File: src/rtl/igs_pkg.sv
// Shared types and constants for the idle gap statistics block.
package igs_pkg;

	localparam int PENDING_WIDTH = 16;

	typedef enum logic [1:0] {
		CMD_ISSUE    = 2'd0,
		CMD_COMPLETE = 2'd1,
		CMD_REQUEUE  = 2'd2
	} cmd_t;

	typedef struct packed {
		logic [PENDING_WIDTH-1:0] pending_count;
		logic [63:0]              last_complete_time;
		logic                     last_complete_valid;
		logic [63:0]              pending_gap;
		logic                     pending_gap_valid;
		logic [63:0]              sum_of_gaps;
		logic [63:0]              least_gap;
		logic [63:0]              greatest_gap;
		logic [31:0]              number_of_gaps;
	} stats_state_t;

	typedef struct packed {
		logic        gap_closed;
		logic [63:0] gap_value;
		logic [63:0] gap_total;
		logic [63:0] gap_min;
		logic [63:0] gap_max;
		logic [31:0] gap_count;
		logic [15:0] pending_requests;
	} stats_result_t;

endpackage

File: src/rtl/igs_update.sv
// Next-state and result logic for one storage event.
module igs_update (
	input  igs_pkg::stats_state_t  cur,
	input  logic [1:0]             cmd,
	input  logic [63:0]            time_req,
	output igs_pkg::stats_state_t  nxt,
	output igs_pkg::stats_result_t res
);
	import igs_pkg::*;

	localparam logic [PENDING_WIDTH-1:0] COUNT_MAX = '1;

	logic        closed;
	logic [63:0] value;
	logic [31:0] count_ext;

	always_comb begin
		nxt    = cur;
		closed = 1'b0;
		value  = '0;
		unique case (cmd)
			CMD_ISSUE: begin
				if (cur.pending_count == '0 && cur.last_complete_valid) begin
					nxt.pending_gap       = time_req - cur.last_complete_time;
					nxt.pending_gap_valid = 1'b1;
				end
				if (cur.pending_count != COUNT_MAX) begin
					nxt.pending_count = cur.pending_count + 1'b1;
				end
			end
			CMD_COMPLETE: begin
				if (cur.pending_count != '0) begin
					nxt.pending_count = cur.pending_count - 1'b1;
					// The last outstanding request finished: the device goes idle.
					if (cur.pending_count == PENDING_WIDTH'(1)) begin
						nxt.last_complete_time  = time_req;
						nxt.last_complete_valid = 1'b1;
						if (cur.pending_gap_valid) begin
							closed                = 1'b1;
							value                 = cur.pending_gap;
							nxt.sum_of_gaps       = cur.sum_of_gaps + cur.pending_gap;
							if (cur.pending_gap < cur.least_gap) begin
								nxt.least_gap = cur.pending_gap;
							end
							if (cur.pending_gap > cur.greatest_gap) begin
								nxt.greatest_gap = cur.pending_gap;
							end
							nxt.number_of_gaps    = cur.number_of_gaps + 32'd1;
							nxt.pending_gap_valid = 1'b0;
						end
					end
				end
			end
			CMD_REQUEUE: begin
				if (cur.pending_count != '0) begin
					nxt.pending_count = cur.pending_count - 1'b1;
					if (cur.pending_count == PENDING_WIDTH'(1)) begin
						nxt.pending_gap_valid = 1'b0;
					end
				end
			end
			default: begin
			end
		endcase
	end

	assign count_ext = 32'(nxt.pending_count);

	always_comb begin
		res.gap_closed       = closed;
		res.gap_value        = value;
		res.gap_total        = nxt.sum_of_gaps;
		res.gap_min          = nxt.least_gap;
		res.gap_max          = nxt.greatest_gap;
		res.gap_count        = nxt.number_of_gaps;
		res.pending_requests = count_ext[15:0];
	end

endmodule

File: src/rtl/idle_gap_statistics_core.sv
// Top level of the idle gap statistics block: input register, update, result register.
//
//   channel | valid     | stall     | payload
//   --------+-----------+-----------+-------------------------------------------
//   req     | req_valid | req_stall | cmd, time_req
//   res     | res_valid | res_stall | gap_closed, gap_value, gap_total, gap_min,
//           |           |           | gap_max, gap_count, pending_requests
//
// Each event passes through the input register, the single update step and the result
// register, and one event can be taken every cycle while the result side does not stall.
// Reset clears the statistics, the outstanding count and both valid flags.
// A stall on the result side holds a valid result in the result register and, when the input
// register is also full, stalls the request side in the same cycle.
module idle_gap_statistics_core (
	input  logic        clk,
	input  logic        arst_n,
	input  logic        req_valid,
	output logic        req_stall,
	input  logic [1:0]  cmd,
	input  logic [63:0] time_req,
	output logic        res_valid,
	input  logic        res_stall,
	output logic        gap_closed,
	output logic [63:0] gap_value,
	output logic [63:0] gap_total,
	output logic [63:0] gap_min,
	output logic [63:0] gap_max,
	output logic [31:0] gap_count,
	output logic [15:0] pending_requests
);
	import igs_pkg::*;

	logic          valid_s1;
	logic [1:0]    cmd_s1;
	logic [63:0]   time_s1;
	logic          valid_s2;
	stats_result_t res_s2;
	stats_state_t  state_q;
	stats_state_t  state_next;
	stats_result_t res_next;
	logic          advance;
	logic          req_take;

	assign advance   = valid_s1 && (!valid_s2 || !res_stall);
	assign req_stall = valid_s1 && valid_s2 && res_stall;
	assign req_take  = req_valid && !req_stall;

	igs_update u_update (
		.cur      (state_q),
		.cmd      (cmd_s1),
		.time_req (time_s1),
		.nxt      (state_next),
		.res      (res_next)
	);

	always_ff @(posedge clk or negedge arst_n) begin
		if (!arst_n) begin
			valid_s1 <= 1'b0;
			valid_s2 <= 1'b0;
			state_q  <= '{pending_count: '0, last_complete_time: '0,
				last_complete_valid: 1'b0, pending_gap: '0,
				pending_gap_valid: 1'b0, sum_of_gaps: '0, least_gap: '1,
				greatest_gap: '0, number_of_gaps: '0};
		end else begin
			if (req_take) begin
				valid_s1 <= 1'b1;
			end else if (advance) begin
				valid_s1 <= 1'b0;
			end
			if (advance) begin
				valid_s2 <= 1'b1;
				state_q  <= state_next;
			end else if (!res_stall) begin
				valid_s2 <= 1'b0;
			end
		end
	end

	// Payload registers carry no reset.
	always_ff @(posedge clk) begin
		if (req_take) begin
			cmd_s1  <= cmd;
			time_s1 <= time_req;
		end
		if (advance) begin
			res_s2 <= res_next;
		end
	end

	assign res_valid        = valid_s2;
	assign gap_closed       = res_s2.gap_closed;
	assign gap_value        = res_s2.gap_value;
	assign gap_total        = res_s2.gap_total;
	assign gap_min          = res_s2.gap_min;
	assign gap_max          = res_s2.gap_max;
	assign gap_count        = res_s2.gap_count;
	assign pending_requests = res_s2.pending_requests;

endmodule

File: config.mk
export PLATFORM = sky130hd
export DESIGN_NAME = idle_gap_statistics_core
export DESIGN_NICKNAME = d
export VERILOG_FILES = /design/src/rtl/igs_pkg.sv /design/src/rtl/igs_update.sv /design/src/rtl/idle_gap_statistics_core.sv
export SDC_FILE = /design/constraint.sdc
export NUM_CORES = 2
export LEC_CHECK = 0
export BUFFER_PORTS_ARGS = -buffer_cell sky130_fd_sc_hd__buf_2
export CORE_UTILIZATION = 60
export CTS_CLUSTER_DIAMETER = 100
export DETAILED_ROUTE_END_ITERATION = 7
export HOLD_SLACK_MARGIN = 0.08
export MAX_ROUTING_LAYER = met4
export PLACE_DENSITY_LB_ADDON = 0.05
export SETUP_SLACK_MARGIN = 0.4
export SYNTH_ARGS = -nofsm -noshare
export SYNTH_HDL_FRONTEND = slang
export SYNTH_SLANG_ARGS = --single-unit
File: constraint.sdc
create_clock -name clk -period 14.6 [get_ports clk]
set_input_delay 0.73 -clock clk [delete_from_list [all_inputs] [get_ports clk]]
set_output_delay 0.73 -clock clk [all_outputs]
set_load 0.005 [all_outputs]
==> flow_metrics.py <==
metrics = {
    "synthesis": {
        "synth_seq_cells": 743,
        "synth_edf_count": 371,
        "synth_top_area_share_pct": 28.1,
        "post-synth-top-area-cell": "edfxtp_1",
        "postSynthCellCount": 3720,
        "yosys.cell_types.count": 81,
        "syn_area_per_cell_um2": 10.7,
        "synth_fp_nets": 4054,
        "yosysWarningCount": 0,
        "ys_seq_area_share_pct": 51.8,
        "yosys-top-cells-area": "edfxtp_1 28%, dfrtp_1 19%, ha_1 8.3%",
        "synth_flop_cell": "edfxtp_1",
        "syn_area_um2": 39600,
        "asyncSetResetFlopFracSynth_pct": 50.1,
    },
    "power": {
        "power_frac_seq_pct": 49.0,
        "p_total_mw": 4.84,
        "combPwrFrac_pct": 8.4,
        "switching_share_pct": 24.0,
        "p_leak_nw": 20.3,
        "cell_internal_pwr_mw": 3.67,
        "peakVddDrop_mv": 0.114,
        "p_sw_mw": 1.16,
        "powerDensity_nw_per_um2": 108,
        "pwr-share-clk_pct": 42.6,
    },
    "detailed_routing": {
        "drtIter0Drc": 2498,
        "drc": 0,
        "dr_total_vias": 28800,
        "wl_um": 102000,
        "ant_nets": 0,
        "via_per_inst": 5.80,
        "firstDrtPassIters": 6,
        "post_drt_wl_per_cell_um": 20.6,
    },
    "sta": {
        "finalHoldViolCount": 0,
        "finClkSkew_ps": 22.1,
        "worstMarginPinSlew_ps": 1320,
        "rsz0062_at_grt": "false",
        "finalSetupViolCount": 0,
        "fin_crit_ps": 4380,
        "slew_headroom_pct": 12.0,
        "post-route-period-util_pct": 30.0,
        "report.final.slew_viol_count": 0,
        "tns_ps": 0,
        "max_freq_ghz": 0.228,
    },
    "global_route": {
        "grt_start_max_net_pins": 168,
        "grt_first_pass_wirelength_um": 158000,
        "overflow": 0,
        "grt_use_total_pct": 31.5,
        "first_global_vias": 27100,
        "antenna_found_initial": 4,
    },
    "floorplan": {
        "rows": 93,
        "die_h_um": 259,
        "ios": 377,
        "die_area_um2": 67100,
        "die_x_um": 259,
        "start_util_pct": 61.2,
        "core_um2": 64800,
    },
    "cts": {
        "cts_tree": "built",
        "cts_buffers": 77,
        "clk_pin_slew_ps": 60,
        "cts_buffer_depth": 3,
        "hold_buffers": 0,
        "clk_latency_ps": 630,
        "clkSinkCount": 743,
        "post_cts_buffers": 0,
        "root_buffer": "clkbuf_16",
        "ctsResizeCount": 0,
        "htreeDepth": 3,
    },
    "final_layout": {
        "fillCellCount": 4877,
        "layout-drive-gt1-share_pct": 20.2,
        "fin_cells": 4969,
        "nets": 4384,
        "fin_util_pct": 69.3,
        "area_delta_synth_final_pct": 13.2,
    },
    "critical_path": {
        "r2r_slack_ps": 10220,
        "start_kind": "register",
        "cp_data_arrival_time_ps": 4750,
        "critPathCaptureType": "register",
        "r2r_start": "state_q[229]$_DFFE_PN0P_",
        "rr_worst_depth": 13,
        "cp_max_fo": 9,
        "path_class": "reg -> reg",
        "r2r_end": "gap_total[57]$_DFFE_PP_",
        "worstPathRequired_ps": 14970,
    },
    "placed_design": {
        "dp_hpwl_um": 73600,
        "portBuffers": 376,
        "gp_congestion": 0.990,
        "dp.cells": 4826,
    },
    "hold_path": {
        "hold_class": "in -> async",
    },
    "outcome": {
        "outcome": "finished, final reports clean",
    },
    "run": {
        "cap_viol_max_count": 0,
    },
}
==> cell type report <==
cell class                 instances  area (um2)  area share [%]
sequential                       743       20500            45.7
tap                              855        1070            2.38
multi-input combinational       2579       17600            39.2
timing repair buffer             405        2120            4.73
clock inverter                    42         539            1.20
clock buffer                      99        2100            4.68
antenna                            2        5.00          0.0112
inverter                         244         923            2.06
==> power groups by stage <==
| stage | clock network (mW) | logic (mW) | registers [mW] |
|---|---|---|---|
| floorplan | 0 | 0.259 | 2.41 |
| global placement | 0 | 0.399 | 2.41 |
| detailed placement | 0 | 0.403 | 2.41 |
| CTS | 2.09 | 0.404 | 2.37 |
| global route | 2.17 | 0.451 | 2.38 |
| finish | 2.06 | 0.404 | 2.37 |
==> kinds of logic (layout without fill, tap and decap cells) <==
family                     count (synthesis)  after routing  synth area share, %
xor gates and xnor gates                 191            191                 4.22
buffers and inverters                    398            790                 3.93
and+or+nand+nor                         1042           1042                 11.8
adders and majority gates                264            264                 8.37
DFF                                      743            743                 51.8
muxes                                    217            217                 6.70
other                                      0              2                    0
AOI/OAI and AO/OA                        865            865                 13.1
==> cells in the mapped netlist (9+ instances only) <==
library cell and instances:
mux2_4 58, edfxtp_1 371, dfstp_2 64, o21a_1 9, mux2_2 155, nand2b_1 28, o21ai_0 362, nand2_1 570
o211ai_1 11, a31oi_1 26, buf_1 11, a21oi_1 181, nor3_1 32, xor2_1 84, dfrtp_1 308, a21o_1 127
o21bai_1 25, xnor2_1 107, nor2_1 138, nand4_1 64, nor2b_1 20, and3_1 22, clkbuf_1 128, inv_1 242
a211oi_1 20, nand3_1 55, o31ai_1 16, ha_1 262, and2_1 75, a221oi_1 9
==> worst max-delay path: stages (launching register included) <==
cell	delay, ps
dfrtp_1	600
ha_1	360
a2111oi_0	600
a211oi_1	150
o211ai_1	170
a31oi_1	190
o21ai_0	260
o211ai_1	240
a41oi_1	450
o31ai_1	190
a21oi_1	340
o21bai_1	140
xor2_1	160
mux2_2	260
==> worst max-delay path by stage <==
stage                                   startpoint                  endpoint  slack, ps  cells after the start
after floorplan                          res_stall  gap_closed$_SDFFCE_PN0P_       3700                      6
after global placement    state_q[362]$_DFFE_PN0P_  state_q[106]$_DFFE_PN1P_      10430                     13
after detailed placement  state_q[229]$_DFFE_PN0P_   gap_total[57]$_DFFE_PP_      10390                     13
after CTS                 state_q[229]$_DFFE_PN0P_   gap_total[57]$_DFFE_PP_      10360                     13
after global routing      state_q[229]$_DFFE_PN0P_   gap_total[57]$_DFFE_PP_       9960                     13
final                     state_q[229]$_DFFE_PN0P_   gap_total[57]$_DFFE_PP_      10220                     13
==> state kept, by name, indices dropped and copies added (netlist names), 16 cells and up <==
name              flops
gap_value            64
state_q             370
gap_max              64
time_s1              64
gap_total            64
pending_requests     16
gap_count            32
gap_min              64
==> layer usage <==
metal | part of all wire [%] | GRT usage (%) | vias to the layer above
li1 | - | - | 13800
met1 | 48 | 47.8 | 13800
met2 | 43 | 44.7 | 1023
met3 | 6.8 | 3.88 | 139
met4 | 2.5 | 8.09 | 0
met5 | 0 | - | -
==> layout by cell type, fill, tap and decap left out, types with 138 or more instances in the layout <==
master and n:
ha_1 262, edfxtp_1 371, buf_2 375, inv_1 241, a21oi_1 181, dfrtp_1 308, nor2_1 138, nand2_1 568
o21ai_0 362, mux2_2 155
==> stage by stage <==
stage               worst slack [ps]  hold WS [ps]  instance area (um2)
global placement               10430           472                42200
global route                    9960           111                44900
finish                         10220          71.7                44900
CTS                            10360          98.3                44900
detailed placement             10390           480                42200
floorplan                       3700           434                39600
(Power assumes the default switching activity.)
